$ cat src/rtl/core/mvna_pkg.sv
// Shared types and constants of the vertex normal and area block.
`timescale 1ns / 1ps
package mvna_pkg;

  localparam int unsigned CW    = 24;        // coordinate width, Q15.8
  localparam int unsigned EW    = CW + 1;    // edge vector component width
  localparam int unsigned UW    = 16;        // unit component width, Q1.14
  localparam int unsigned SW    = 24;        // normal sum width
  localparam int unsigned CXW   = 2 * EW;    // raw edge cross component width
  localparam int unsigned HALFW = EW;        // split width for squaring |cross|
  localparam int unsigned OPW   = EW + 1;    // multiplier operand width
  localparam int unsigned PW    = 2 * OPW;   // product width
  localparam int unsigned ACCW  = PW + 2 * HALFW;  // accumulator width
  localparam int unsigned RADW  = 4 * HALFW;       // square root operand width
  localparam int unsigned ROOTW = 2 * HALFW;       // square root result width
  localparam int unsigned QW    = 16;        // quotient width
  localparam int unsigned NUMW  = 42;        // dividend width
  localparam int unsigned DENW  = EW + 1;    // divisor width
  localparam int unsigned AW    = 40;        // area width, Q32.8
  localparam int unsigned AREA_SHIFT = 9;    // half of the magnitude, Q.16 to Q.8
  localparam int unsigned ONE_Q14 = 16384;

  typedef enum logic [3:0] {
    ST_IDLE,
    ST_VSQ,
    ST_VDR,
    ST_SQRT_GO,
    ST_SQRT_W,
    ST_DIV_GO,
    ST_DIV_W,
    ST_X0,
    ST_X1,
    ST_XDR,
    ST_XST,
    ST_CSQ,
    ST_CDR,
    ST_AREA,
    ST_OUT
  } state_e;

  typedef enum logic [2:0] {
    PH_E0,
    PH_E1,
    PH_XU,
    PH_XE,
    PH_AREA,
    PH_SUM
  } phase_e;

  typedef enum logic [1:0] {
    SH_0,
    SH_HALF1,
    SH_FULL
  } shift_e;

  typedef struct packed {
    logic signed [CW-1:0] prev_x;
    logic signed [CW-1:0] prev_y;
    logic signed [CW-1:0] prev_z;
    logic signed [CW-1:0] here_x;
    logic signed [CW-1:0] here_y;
    logic signed [CW-1:0] here_z;
    logic signed [CW-1:0] next_x;
    logic signed [CW-1:0] next_y;
    logic signed [CW-1:0] next_z;
    logic                 face_skipped;
    logic                 last_face;
  } in_req_t;

  typedef struct packed {
    logic signed [UW-1:0] normal_x;
    logic signed [UW-1:0] normal_y;
    logic signed [UW-1:0] normal_z;
    logic [AW-1:0]        area_sum;
  } out_req_t;

  typedef struct packed {
    logic                  vld;
    logic                  clr;
    logic                  sub;
    shift_e                sh;
    logic signed [OPW-1:0] a;
    logic signed [OPW-1:0] b;
  } mac_op_t;

endpackage

$ cat src/rtl/core/mvna_mac.sv
// Shared multiply-accumulate unit: registered product, then shifted add or subtract.
`timescale 1ns / 1ps
module mvna_mac (
  input  logic                                  clk_i,
  input  logic                                  rst_ni,
  input  mvna_pkg::mac_op_t                     op_i,
  output logic signed [mvna_pkg::ACCW-1:0]      acc_o
);

  logic                                vld_q, clr_q, sub_q;
  mvna_pkg::shift_e                    sh_q;
  logic signed [mvna_pkg::PW-1:0]      prod_q;
  logic signed [mvna_pkg::ACCW-1:0]    acc_q, acc_d, ext, shifted, base;

  always_ff @(posedge clk_i or negedge rst_ni) begin
    if (!rst_ni) begin
      vld_q <= 1'b0;
      clr_q <= 1'b0;
      sub_q <= 1'b0;
      sh_q  <= mvna_pkg::SH_0;
    end else begin
      vld_q <= op_i.vld;
      clr_q <= op_i.clr;
      sub_q <= op_i.sub;
      sh_q  <= op_i.sh;
    end
  end

  always_ff @(posedge clk_i) begin
    prod_q <= mvna_pkg::PW'(op_i.a) * mvna_pkg::PW'(op_i.b);
    acc_q  <= acc_d;
  end

  always_comb begin
    ext = mvna_pkg::ACCW'(prod_q);
    case (sh_q)
      mvna_pkg::SH_0:     shifted = ext;
      mvna_pkg::SH_HALF1: shifted = ext <<< (mvna_pkg::HALFW + 1);
      mvna_pkg::SH_FULL:  shifted = ext <<< (2 * mvna_pkg::HALFW);
      default:            shifted = ext;
    endcase
    base  = clr_q ? '0 : acc_q;
    acc_d = acc_q;
    if (vld_q) begin
      acc_d = sub_q ? base - shifted : base + shifted;
    end
  end

  assign acc_o = acc_q;

endmodule

$ cat src/rtl/core/mvna_sqrt.sv
// Iterative integer square root, one result bit per cycle.
`timescale 1ns / 1ps
module mvna_sqrt (
  input  logic                            clk_i,
  input  logic                            rst_ni,
  input  logic                            start_i,
  input  logic [mvna_pkg::RADW-1:0]       rad_i,
  output logic                            done_o,
  output logic [mvna_pkg::ROOTW-1:0]      root_o
);

  localparam int unsigned REMW = mvna_pkg::ROOTW + 2;
  localparam int unsigned CNTW = $clog2(mvna_pkg::ROOTW);

  logic                          busy_q, done_q;
  logic [CNTW-1:0]               cnt_q;
  logic [mvna_pkg::RADW-1:0]     rad_q;
  logic [REMW-1:0]               rem_q, rem_d;
  logic [mvna_pkg::ROOTW-1:0]    root_q, root_d;
  logic [REMW+1:0]               rem_sh, trial;

  always_comb begin
    rem_sh = {rem_q, rad_q[mvna_pkg::RADW-1 -: 2]};
    trial  = (REMW + 2)'({root_q, 2'b01});
    if (rem_sh >= trial) begin
      rem_d  = REMW'(rem_sh - trial);
      root_d = {root_q[mvna_pkg::ROOTW-2:0], 1'b1};
    end else begin
      rem_d  = REMW'(rem_sh);
      root_d = {root_q[mvna_pkg::ROOTW-2:0], 1'b0};
    end
  end

  always_ff @(posedge clk_i or negedge rst_ni) begin
    if (!rst_ni) begin
      busy_q <= 1'b0;
      done_q <= 1'b0;
      cnt_q  <= '0;
    end else begin
      done_q <= busy_q && (cnt_q == '0);
      if (start_i) begin
        busy_q <= 1'b1;
        cnt_q  <= CNTW'(mvna_pkg::ROOTW - 1);
      end else if (busy_q) begin
        cnt_q <= cnt_q - 1'b1;
        if (cnt_q == '0) busy_q <= 1'b0;
      end
    end
  end

  always_ff @(posedge clk_i) begin
    if (start_i) begin
      rad_q  <= rad_i;
      rem_q  <= '0;
      root_q <= '0;
    end else if (busy_q) begin
      rad_q  <= rad_q << 2;
      rem_q  <= rem_d;
      root_q <= root_d;
    end
  end

  assign done_o = done_q;
  assign root_o = root_q;

endmodule

$ cat src/rtl/core/mvna_div.sv
// Iterative restoring divider, one quotient bit per cycle.
`timescale 1ns / 1ps
module mvna_div (
  input  logic                           clk_i,
  input  logic                           rst_ni,
  input  logic                           start_i,
  input  logic [mvna_pkg::NUMW-1:0]      num_i,
  input  logic [mvna_pkg::DENW-1:0]      den_i,
  output logic                           done_o,
  output logic [mvna_pkg::QW-1:0]        quot_o
);

  localparam int unsigned CNTW = $clog2(mvna_pkg::QW);

  logic                          busy_q, done_q;
  logic [CNTW-1:0]               cnt_q;
  logic [mvna_pkg::NUMW-1:0]     rem_q, dsh;
  logic [mvna_pkg::DENW-1:0]     den_q;
  logic [mvna_pkg::QW-1:0]       quot_q;
  logic                          fit;

  assign dsh = mvna_pkg::NUMW'(den_q) << cnt_q;
  assign fit = rem_q >= dsh;

  always_ff @(posedge clk_i or negedge rst_ni) begin
    if (!rst_ni) begin
      busy_q <= 1'b0;
      done_q <= 1'b0;
      cnt_q  <= '0;
    end else begin
      done_q <= busy_q && (cnt_q == '0);
      if (start_i) begin
        busy_q <= 1'b1;
        cnt_q  <= CNTW'(mvna_pkg::QW - 1);
      end else if (busy_q) begin
        cnt_q <= cnt_q - 1'b1;
        if (cnt_q == '0) busy_q <= 1'b0;
      end
    end
  end

  always_ff @(posedge clk_i) begin
    if (start_i) begin
      rem_q  <= num_i;
      den_q  <= den_i;
      quot_q <= '0;
    end else if (busy_q) begin
      if (fit) rem_q <= rem_q - dsh;
      quot_q <= {quot_q[mvna_pkg::QW-2:0], fit};
    end
  end

  assign done_o = done_q;
  assign quot_o = quot_q;

endmodule

$ cat src/rtl/core/mesh_vertex_normal_area.sv
// Top level: per-vertex normal and area accumulation with a shared arithmetic sequencer.
`timescale 1ns / 1ps
// One request per triangle around a vertex; the request flagged last_face
// produces one result with the unit vertex normal (Q1.14) and the summed
// triangle area (Q32.8, saturating), after which the sums are cleared.
// Skipped faces add nothing but a skipped last face still emits. The block
// takes one request at a time and is not ready while it works: a face needs
// a unit vector for both edges, each a square root and a division per component (none for a
// zero-length edge), then one more square root for the area, and a last face
// also the final normal. A skipped face that is not last leaves the block
// ready. Everything runs through one multiply-accumulate unit, one bit-serial
// square root and one bit-serial divider. A finished result sits in an output
// register, so the next face is taken while it waits; a new result waits only
// if the previous one is still held.
module mesh_vertex_normal_area (
  input  logic                 clk_i,
  input  logic                 rst_ni,
  input  logic                 in_valid_i,
  output logic                 in_ready_o,
  input  mvna_pkg::in_req_t    in_req_i,
  output logic                 out_valid_o,
  input  logic                 out_ready_i,
  output mvna_pkg::out_req_t   out_req_o
);

  typedef logic signed [mvna_pkg::EW-1:0]  ecomp_t;
  typedef logic signed [mvna_pkg::UW-1:0]  ucomp_t;
  typedef logic signed [mvna_pkg::CXW-1:0] ccomp_t;
  typedef logic signed [mvna_pkg::SW-1:0]  scomp_t;

  // sequencer
  mvna_pkg::state_e state_q, state_d;
  mvna_pkg::phase_e phase_q, phase_d;
  logic [1:0]       idx_q, idx_d, part_q, part_d;
  logic             last_q;

  // working values
  ecomp_t e0_q [3];
  ecomp_t e1_q [3];
  ucomp_t u0_q [3];
  ucomp_t u1_q [3];
  ucomp_t nrm_q [3];
  ccomp_t c_q  [3];
  scomp_t sum_q [3];
  logic [mvna_pkg::AW-1:0]  area_q;
  logic [mvna_pkg::EW-1:0]  d_q;
  logic                     out_valid_q;
  mvna_pkg::out_req_t       out_q;

  // shared units
  mvna_pkg::mac_op_t                 mac_op;
  logic signed [mvna_pkg::ACCW-1:0]  acc;
  logic                              sqrt_start, sqrt_done;
  logic [mvna_pkg::ROOTW-1:0]        root;
  logic                              div_start, div_done;
  logic [mvna_pkg::NUMW-1:0]         div_num;
  logic [mvna_pkg::DENW-1:0]         div_den;
  logic [mvna_pkg::QW-1:0]           quot;

  logic   in_acc, unit_adv, out_load;
  ecomp_t vcomp;
  logic [mvna_pkg::EW-1:0] vabs;
  ucomp_t uval;
  logic [1:0] sel_a, sel_b;
  ucomp_t ua0, ub1, ub0, ua1;
  ecomp_t ea0, eb1, eb0, ea1;
  logic [mvna_pkg::CXW-1:0] cabs;
  logic signed [31:0] rsum;
  logic signed [17:0] rnd;
  logic signed [mvna_pkg::SW:0] nsum;
  scomp_t sum_new;
  logic [mvna_pkg::AW:0] face_area, area_tot;
  logic [mvna_pkg::AW-1:0] area_new;

  assign in_ready_o = (state_q == mvna_pkg::ST_IDLE);
  assign in_acc     = in_valid_i && in_ready_o;
  assign out_load   = (state_q == mvna_pkg::ST_OUT) && (!out_valid_q || out_ready_i);
  assign unit_adv   = ((state_q == mvna_pkg::ST_DIV_GO) && (d_q == '0))
                   || ((state_q == mvna_pkg::ST_DIV_W) && div_done);

  // ---------------- next state ----------------
  always_comb begin
    state_d = state_q;
    phase_d = phase_q;
    idx_d   = idx_q;
    part_d  = part_q;
    case (state_q)
      mvna_pkg::ST_IDLE: begin
        if (in_valid_i) begin
          idx_d  = '0;
          part_d = '0;
          if (!in_req_i.face_skipped) begin
            phase_d = mvna_pkg::PH_E0;
            state_d = mvna_pkg::ST_VSQ;
          end else if (in_req_i.last_face) begin
            phase_d = mvna_pkg::PH_SUM;
            state_d = mvna_pkg::ST_VSQ;
          end
        end
      end
      mvna_pkg::ST_VSQ: begin
        if (idx_q == 2'd2) begin
          idx_d   = '0;
          state_d = mvna_pkg::ST_VDR;
        end else begin
          idx_d = idx_q + 2'd1;
        end
      end
      mvna_pkg::ST_VDR:     state_d = mvna_pkg::ST_SQRT_GO;
      mvna_pkg::ST_SQRT_GO: state_d = mvna_pkg::ST_SQRT_W;
      mvna_pkg::ST_SQRT_W: begin
        if (sqrt_done) begin
          state_d = (phase_q == mvna_pkg::PH_AREA) ? mvna_pkg::ST_AREA
                                                   : mvna_pkg::ST_DIV_GO;
        end
      end
      mvna_pkg::ST_DIV_GO,
      mvna_pkg::ST_DIV_W: begin
        if (state_q == mvna_pkg::ST_DIV_GO && d_q != '0) begin
          state_d = mvna_pkg::ST_DIV_W;
        end else if (unit_adv) begin
          if (idx_q == 2'd2) begin
            idx_d = '0;
            case (phase_q)
              mvna_pkg::PH_E0: begin
                phase_d = mvna_pkg::PH_E1;
                state_d = mvna_pkg::ST_VSQ;
              end
              mvna_pkg::PH_E1: begin
                phase_d = mvna_pkg::PH_XU;
                state_d = mvna_pkg::ST_X0;
              end
              default: state_d = mvna_pkg::ST_OUT;
            endcase
          end else begin
            idx_d   = idx_q + 2'd1;
            state_d = mvna_pkg::ST_DIV_GO;
          end
        end
      end
      mvna_pkg::ST_X0:  state_d = mvna_pkg::ST_X1;
      mvna_pkg::ST_X1:  state_d = mvna_pkg::ST_XDR;
      mvna_pkg::ST_XDR: state_d = mvna_pkg::ST_XST;
      mvna_pkg::ST_XST: begin
        if (idx_q == 2'd2) begin
          idx_d = '0;
          if (phase_q == mvna_pkg::PH_XU) begin
            phase_d = mvna_pkg::PH_XE;
            state_d = mvna_pkg::ST_X0;
          end else begin
            phase_d = mvna_pkg::PH_AREA;
            part_d  = '0;
            state_d = mvna_pkg::ST_CSQ;
          end
        end else begin
          idx_d   = idx_q + 2'd1;
          state_d = mvna_pkg::ST_X0;
        end
      end
      mvna_pkg::ST_CSQ: begin
        if (part_q == 2'd2) begin
          part_d = '0;
          if (idx_q == 2'd2) begin
            idx_d   = '0;
            state_d = mvna_pkg::ST_CDR;
          end else begin
            idx_d = idx_q + 2'd1;
          end
        end else begin
          part_d = part_q + 2'd1;
        end
      end
      mvna_pkg::ST_CDR: state_d = mvna_pkg::ST_SQRT_GO;
      mvna_pkg::ST_AREA: begin
        if (last_q) begin
          phase_d = mvna_pkg::PH_SUM;
          idx_d   = '0;
          state_d = mvna_pkg::ST_VSQ;
        end else begin
          state_d = mvna_pkg::ST_IDLE;
        end
      end
      mvna_pkg::ST_OUT: if (out_load) state_d = mvna_pkg::ST_IDLE;
      default: state_d = mvna_pkg::ST_IDLE;
    endcase
  end

  // ---------------- datapath control ----------------
  // Cross component i: src0[a]*src1[b] - src0[b]*src1[a], a=i+1, b=i+2 mod 3.
  always_comb begin
    case (idx_q)
      2'd0:    begin sel_a = 2'd1; sel_b = 2'd2; end
      2'd1:    begin sel_a = 2'd2; sel_b = 2'd0; end
      default: begin sel_a = 2'd0; sel_b = 2'd1; end
    endcase
  end

  always_comb begin
    ua0 = u0_q[sel_a];
    ub0 = u0_q[sel_b];
    ua1 = u1_q[sel_a];
    ub1 = u1_q[sel_b];
    ea0 = e0_q[sel_a];
    eb0 = e0_q[sel_b];
    ea1 = e1_q[sel_a];
    eb1 = e1_q[sel_b];
    case (phase_q)
      mvna_pkg::PH_E0: vcomp = e0_q[idx_q];
      mvna_pkg::PH_E1: vcomp = e1_q[idx_q];
      default:         vcomp = mvna_pkg::EW'(sum_q[idx_q]);
    endcase
    vabs = vcomp[mvna_pkg::EW-1] ? mvna_pkg::EW'(-vcomp) : mvna_pkg::EW'(vcomp);
    cabs = c_q[idx_q][mvna_pkg::CXW-1] ? mvna_pkg::CXW'(-c_q[idx_q])
                                        : mvna_pkg::CXW'(c_q[idx_q]);
  end

  always_comb begin
    mac_op     = '0;
    mac_op.sh  = mvna_pkg::SH_0;
    sqrt_start = (state_q == mvna_pkg::ST_SQRT_GO);
    div_start  = (state_q == mvna_pkg::ST_DIV_GO) && (d_q != '0);
    // round(|v| * 2^14 / d) as floor((2|v|*2^14 + d) / 2d)
    div_num    = mvna_pkg::NUMW'({vabs, 15'b0}) + mvna_pkg::NUMW'(d_q);
    div_den    = {d_q, 1'b0};
    case (state_q)
      mvna_pkg::ST_VSQ: begin
        mac_op.vld = 1'b1;
        mac_op.clr = (idx_q == 2'd0);
        mac_op.a   = mvna_pkg::OPW'(vcomp);
        mac_op.b   = mvna_pkg::OPW'(vcomp);
      end
      mvna_pkg::ST_X0: begin
        mac_op.vld = 1'b1;
        mac_op.clr = 1'b1;
        mac_op.a   = (phase_q == mvna_pkg::PH_XU) ? mvna_pkg::OPW'(ua0)
                                                  : mvna_pkg::OPW'(ea0);
        mac_op.b   = (phase_q == mvna_pkg::PH_XU) ? mvna_pkg::OPW'(ub1)
                                                  : mvna_pkg::OPW'(eb1);
      end
      mvna_pkg::ST_X1: begin
        mac_op.vld = 1'b1;
        mac_op.sub = 1'b1;
        mac_op.a   = (phase_q == mvna_pkg::PH_XU) ? mvna_pkg::OPW'(ub0)
                                                  : mvna_pkg::OPW'(eb0);
        mac_op.b   = (phase_q == mvna_pkg::PH_XU) ? mvna_pkg::OPW'(ua1)
                                                  : mvna_pkg::OPW'(ea1);
      end
      mvna_pkg::ST_CSQ: begin
        // |c|^2 = hi^2 << 2H + 2*hi*lo << H + lo^2
        mac_op.vld = 1'b1;
        mac_op.clr = (idx_q == 2'd0) && (part_q == 2'd0);
        case (part_q)
          2'd0: begin
            mac_op.sh = mvna_pkg::SH_FULL;
            mac_op.a  = mvna_pkg::OPW'(cabs[mvna_pkg::CXW-1:mvna_pkg::HALFW]);
            mac_op.b  = mvna_pkg::OPW'(cabs[mvna_pkg::CXW-1:mvna_pkg::HALFW]);
          end
          2'd1: begin
            mac_op.sh = mvna_pkg::SH_HALF1;
            mac_op.a  = mvna_pkg::OPW'(cabs[mvna_pkg::CXW-1:mvna_pkg::HALFW]);
            mac_op.b  = mvna_pkg::OPW'(cabs[mvna_pkg::HALFW-1:0]);
          end
          default: begin
            mac_op.sh = mvna_pkg::SH_0;
            mac_op.a  = mvna_pkg::OPW'(cabs[mvna_pkg::HALFW-1:0]);
            mac_op.b  = mvna_pkg::OPW'(cabs[mvna_pkg::HALFW-1:0]);
          end
        endcase
      end
      default: ;
    endcase
  end

  // unit component from the divider, clamped to one, sign of the source component; zero for a zero divisor
  always_comb begin
    if (state_q == mvna_pkg::ST_DIV_GO) begin
      uval = '0;
    end else if (quot > mvna_pkg::QW'(mvna_pkg::ONE_Q14)) begin
      uval = vcomp[mvna_pkg::EW-1] ? -ucomp_t'(mvna_pkg::ONE_Q14)
                                   : ucomp_t'(mvna_pkg::ONE_Q14);
    end else begin
      uval = vcomp[mvna_pkg::EW-1] ? -ucomp_t'(quot) : ucomp_t'(quot);
    end
  end

  // Q2.28 -> Q1.14 half up, then saturating add into the normal sum
  always_comb begin
    rsum    = 32'(acc) + 32'sd8192;
    rnd     = rsum[31:14];
    nsum    = (mvna_pkg::SW + 1)'(sum_q[idx_q]) + (mvna_pkg::SW + 1)'(rnd);
    if (nsum[mvna_pkg::SW] != nsum[mvna_pkg::SW-1]) begin
      sum_new = nsum[mvna_pkg::SW] ? {1'b1, {(mvna_pkg::SW-1){1'b0}}}
                                   : {1'b0, {(mvna_pkg::SW-1){1'b1}}};
    end else begin
      sum_new = nsum[mvna_pkg::SW-1:0];
    end
    face_area = root[mvna_pkg::ROOTW-1:mvna_pkg::AREA_SHIFT];
    if (face_area[mvna_pkg::AW]) face_area = {1'b0, {mvna_pkg::AW{1'b1}}};
    area_tot  = {1'b0, area_q} + face_area;
    area_new  = area_tot[mvna_pkg::AW] ? '1 : area_tot[mvna_pkg::AW-1:0];
  end

  // ---------------- registers ----------------
  always_ff @(posedge clk_i or negedge rst_ni) begin
    if (!rst_ni) begin
      state_q     <= mvna_pkg::ST_IDLE;
      phase_q     <= mvna_pkg::PH_E0;
      idx_q       <= '0;
      part_q      <= '0;
      last_q      <= 1'b0;
      out_valid_q <= 1'b0;
      area_q      <= '0;
      for (int i = 0; i < 3; i++) sum_q[i] <= '0;
    end else begin
      state_q <= state_d;
      phase_q <= phase_d;
      idx_q   <= idx_d;
      part_q  <= part_d;
      if (in_acc) last_q <= in_req_i.last_face;
      if (state_q == mvna_pkg::ST_XST && phase_q == mvna_pkg::PH_XU) begin
        sum_q[idx_q] <= sum_new;
      end
      if (state_q == mvna_pkg::ST_AREA) area_q <= area_new;
      if (out_load) begin
        out_valid_q <= 1'b1;
        area_q      <= '0;
        for (int i = 0; i < 3; i++) sum_q[i] <= '0;
      end else if (out_ready_i) begin
        out_valid_q <= 1'b0;
      end
    end
  end

  always_ff @(posedge clk_i) begin
    if (in_acc) begin
      e0_q[0] <= ecomp_t'(in_req_i.here_x) - ecomp_t'(in_req_i.prev_x);
      e0_q[1] <= ecomp_t'(in_req_i.here_y) - ecomp_t'(in_req_i.prev_y);
      e0_q[2] <= ecomp_t'(in_req_i.here_z) - ecomp_t'(in_req_i.prev_z);
      e1_q[0] <= ecomp_t'(in_req_i.next_x) - ecomp_t'(in_req_i.here_x);
      e1_q[1] <= ecomp_t'(in_req_i.next_y) - ecomp_t'(in_req_i.here_y);
      e1_q[2] <= ecomp_t'(in_req_i.next_z) - ecomp_t'(in_req_i.here_z);
    end
    if (sqrt_done && phase_q != mvna_pkg::PH_AREA) d_q <= root[mvna_pkg::EW-1:0];
    if (unit_adv) begin
      case (phase_q)
        mvna_pkg::PH_E0: u0_q[idx_q]  <= uval;
        mvna_pkg::PH_E1: u1_q[idx_q]  <= uval;
        default:         nrm_q[idx_q] <= uval;
      endcase
    end
    if (state_q == mvna_pkg::ST_XST && phase_q == mvna_pkg::PH_XE) begin
      c_q[idx_q] <= acc[mvna_pkg::CXW-1:0];
    end
    if (out_load) begin
      out_q.normal_x <= nrm_q[0];
      out_q.normal_y <= nrm_q[1];
      out_q.normal_z <= nrm_q[2];
      out_q.area_sum <= area_q;
    end
  end

  assign out_valid_o = out_valid_q;
  assign out_req_o   = out_q;

  // ---------------- shared units ----------------
  mvna_mac u_mac (
    .clk_i  (clk_i),
    .rst_ni (rst_ni),
    .op_i   (mac_op),
    .acc_o  (acc)
  );

  mvna_sqrt u_sqrt (
    .clk_i   (clk_i),
    .rst_ni  (rst_ni),
    .start_i (sqrt_start),
    .rad_i   (acc[mvna_pkg::RADW-1:0]),
    .done_o  (sqrt_done),
    .root_o  (root)
  );

  mvna_div u_div (
    .clk_i   (clk_i),
    .rst_ni  (rst_ni),
    .start_i (div_start),
    .num_i   (div_num),
    .den_i   (div_den),
    .done_o  (div_done),
    .quot_o  (quot)
  );

endmodule

$ cat config.mk
export PLATFORM = sky130hd
export DESIGN_NAME = mesh_vertex_normal_area
export DESIGN_NICKNAME = d
export VERILOG_FILES = /design/src/rtl/core/mvna_pkg.sv /design/src/rtl/core/mvna_mac.sv /design/src/rtl/core/mvna_sqrt.sv /design/src/rtl/core/mvna_div.sv /design/src/rtl/core/mesh_vertex_normal_area.sv
export SDC_FILE = /design/constraint.sdc
export NUM_CORES = 2
export LEC_CHECK = 0
export ABC_AREA = 0
export BUFFER_PORTS_ARGS = -buffer_cell sky130_fd_sc_hd__clkbuf_2
export CORE_MARGIN = 1
export CORE_UTILIZATION = 40
export CTS_CLUSTER_SIZE = 10
export DETAILED_ROUTE_END_ITERATION = 8
export HOLD_SLACK_MARGIN = 0.03
export MAX_ROUTING_LAYER = met4
export SETUP_SLACK_MARGIN = 0.15
export SLEW_MARGIN = 20
export SYNTH_ARGS = -nofsm -noshare
export SYNTH_HDL_FRONTEND = slang
export SYNTH_SLANG_ARGS = --single-unit
$ cat constraint.sdc
create_clock -name clk_i -period 31.8 [get_ports clk_i]
set_input_delay 6.36 -clock clk_i [delete_from_list [all_inputs] [get_ports clk_i]]
set_output_delay 6.36 -clock clk_i [all_outputs]
set_load 0.05 [all_outputs]
==> metrics.txt <==
remaining global-route overflow=0; DR top layer=met4; Synth area leader=edfxtp_1; data arrival time of the critical path=13.85 ns; Setup WS pre-CTS=19.00 ns; r2r setup slk=18.66 ns; floorplan core area=247,000 µm²; die area=251,000 µm²; met2 wire length=153 mm; pwr dens=30.6 nW/µm²; H-Tree Depth=4; initial antenna violation count=22; Seq cells post-synth=1,138; cts hold-fix bufs=0; max incr delay on CP=0.91 ns; sequential share of the synthesized area=31.8%; relative slew slack=15.8%; Skew-Pair Late Insertion Delay=0.84 ns; final wirelength=330 mm; met3 WL=27.0 mm; Final Hold Vio Count=0; Slowest-stage cell, CP=dfrtp_4; Worst setup SP type=flip-flop; via-per-instance ratio=5.64; DP HPWL=254 mm; top post-synthesis cells by area=edfxtp_1 (25%), fa_1 (14%), ha_1 (7.1%); hold path depth=0; met1 WL=138 mm; first-pass GRT wire length=501 mm; vias in the first global route=81.7k; Root Driver=clkbuf_16; area share of the largest cell type after synthesis=24.8%; pin count of the biggest net entering global routing=115; clock buffer depth=3; Final Max Tran Viols=0; number of remaining DRC errors=0; Final Power=3360 µW; die extent in x=501 µm; die height=501 µm; TNS Setup=0 ns; WS Path Type=flip-flop to flip-flop; WL/cell=23.0 µm; maximum vdd drop=0.0623 mV; Port-buffer cells=311; final period utilization=41.3%; Synth Instances=10.8k; post-synth design cell area=99,700 µm²; Peak Freq=76.1 MHz; cell row count=182; Ys Warns=0; Iter 0 DRT Violations=7,823; PostCTS Resize Cnt=0; Routed Antenna Nets=0; TritonRoute pass-1 iters=8; leakage power=0.0477 µW; GP Congestion=1.01; Max-cap violations=0; WHS=0.385 ns; synthesized net count=12.3k; r2r worst-path depth=38; crit-path max FO=42; final worst slack=18.66 ns; status=complete, no violations; final setup vio count=0; Critical Path RT=32.51 ns; Post-CTS Setup Repair Bufs=0; TritonCTS clock tree=built; Cell variety after synth=104; asr flop ratio synth=12.7%; most used cell, CP=fa_1; share of cells above drive strength 1=8.50%; syn avg cell area=9.25 µm²; RSZ-0062 raised after global routing=no; Setup crit end kind=flip-flop; Post-synth top flop=edfxtp_1; Worst Tran Pin Value=1.26 ns; Post-synth EDFFs=824; Area Overhead vs Synth=9.89%; # IOs=312; Starting Density=40.4%; Period minus WS final=13.14 ns; skew final=0.0741 ns; TritonCTS Buffers=144; Hold Path Class=flip-flop to flip-flop; Final #Nets=12.4k; CTS clk-pin slew, worst paths=0.05 ns; Global Route Usage Sum=26.9%; clock sinks=1,138; Vias=80.9k
[routing by layer]
| layer | track usage (%) | vias to the layer above |
|---|---|---|
| li1 | - | 37200 |
| met1 | 33.7 | 40100 |
| met2 | 42.6 | 3086 |
| met3 | 6.04 | 638 |
| met4 | 9.19 | 0 |
| met5 | - | - |
[flip-flops by register name, indices dropped and copies added, names as in the netlist, 6 cells and up]
signal	count
c_q	150
u_mac.acc_o	100
u_sqrt.rad_q	100
out_req_o	88
e0_q	75
e1_q	75
sum_q	72
u_mac.prod_q	52
u_sqrt.rem_q	52
u_sqrt.root_o	50
nrm_q	48
u0_q	48
u1_q	48
u_div.rem_q	42
area_q	40
d_q	25
u_div.den_q	25
u_div.quot_o	16
u_sqrt.cnt_q	6
[where the power goes]
| group | leakage, µW | switching, µW | internal (µW) |
|---|---|---|---|
| Clock | 0.00221 | 679 | 918 |
| Sequential | 0.0106 | 0.00000000000000292 | 1590 |
| Combinational | 0.0349 | 103 | 72.7 |
| Total | 0.0477 | 782 | 2580 |
[synth_stat cells, types with 21 or more instances]
| library cell | n |
|---|---|
| nand2_1 | 1409 |
| inv_1 | 1208 |
| nor2_1 | 921 |
| edfxtp_1 | 824 |
| fa_1 | 721 |
| a21oi_1 | 712 |
| ha_1 | 565 |
| o21ai_0 | 527 |
| xnor2_1 | 387 |
| mux2i_1 | 326 |
| clkbuf_1 | 320 |
| xor2_1 | 212 |
| a21o_1 | 208 |
| nand3_1 | 180 |
| nor2b_1 | 180 |
| dfxtp_1 | 170 |
| dfrtp_1 | 144 |
| and2_1 | 114 |
| nor3_1 | 108 |
| a31oi_1 | 107 |
| buf_2 | 97 |
| nand2b_1 | 83 |
| nand4_1 | 75 |
| o21a_1 | 74 |
| o211ai_1 | 69 |
| o21bai_1 | 69 |
| and3_1 | 67 |
| mux4_2 | 59 |
| mux2_2 | 56 |
| a211oi_1 | 51 |
| or2_2 | 51 |
| buf_1 | 48 |
| nor4_1 | 39 |
| a221oi_1 | 35 |
| o31ai_1 | 34 |
| or3_1 | 34 |
| a21boi_0 | 24 |
| o2111ai_1 | 23 |
| a211o_1 | 21 |
| a22oi_1 | 21 |
| a311oi_1 | 21 |
[critical path: cells and delay by family, from the launching register on]
| kind | cells | cell delay [ns] |
|---|---|---|
| AO/OA/AOI/OAI | 13 | 3.68 |
| XOR/XNOR | 2 | 0.76 |
| adder cells (fa/ha/maj) | 8 | 3.88 |
| buffers and inverters | 6 | 0.86 |
| flip-flops | 1 | 0.91 |
| multiplexers | 2 | 0.76 |
| AND/OR/NAND/NOR | 7 | 2.11 |
[through the flow]
stage / instances / util [%] / cell area, µm²
after floorplan: 10800 / - / 99700
after global placement: 14100 / 42.5 / 105000
after detailed placement: 14100 / 42.5 / 105000
after CTS: 14300 / 44.4 / 109000
after global routing: 14300 / 44.4 / 110000
final: 14300 / 44.4 / 110000
[layout by cell type (no fill, tap or decap), types with 170 or more instances in the layout]
cell type / n
nor2_1: 910
edfxtp_1: 824
nand3_1: 179
a21o_1: 208
fa_1: 721
mux2i_1: 326
inv_1: 1205
dfxtp_1: 170
a21oi_1: 707
ha_1: 563
xor2_1: 211
nand2_1: 1408
xnor2_1: 381
o21ai_0: 518
clkbuf_2: 310
nor2b_1: 178
[kinds of logic (layout without fill, tap and decap cells)]
logic type / count (synthesis) / count (layout) / synth area share (%)
XOR/XNOR: 599 / 599 / 5.26
buffers and inverters: 1704 / 1933 / 6.64
multiplexers: 467 / 467 / 5.56
other: 0 / 21 / 0
AO/OA/AOI/OAI: 2249 / 2249 / 14.2
AND/OR/NAND/NOR: 3341 / 3341 / 15.0
adder cells (fa/ha/maj): 1286 / 1286 / 21.6
flip-flops: 1138 / 1138 / 31.8
[area by class of cell]
class,count,area (µm²)
Inverter,1216,4570
Tap cell,3312,4140
Sequential cell,1138,31800
Antenna cell,21,52.6
Clock buffer,221,4020
Timing Repair Buffer,457,2690
Clock inverter,39,612
Fill cell,24000,137000
Multi-Input combinational cell,7942,61700
[final timing paths]
path                              from               end
max in group asynchronous       rst_ni          idx_q[1]
min                        nrm_q[2][8]     out_req_o[48]
max reg2reg                   idx_q[0]  u_mac.prod_q[51]
min reg2reg                nrm_q[2][8]     out_req_o[48]
min in group asynchronous       rst_ni         area_q[9]
max                           idx_q[0]  u_mac.prod_q[51]
Power figures use the tool's default switching activity.
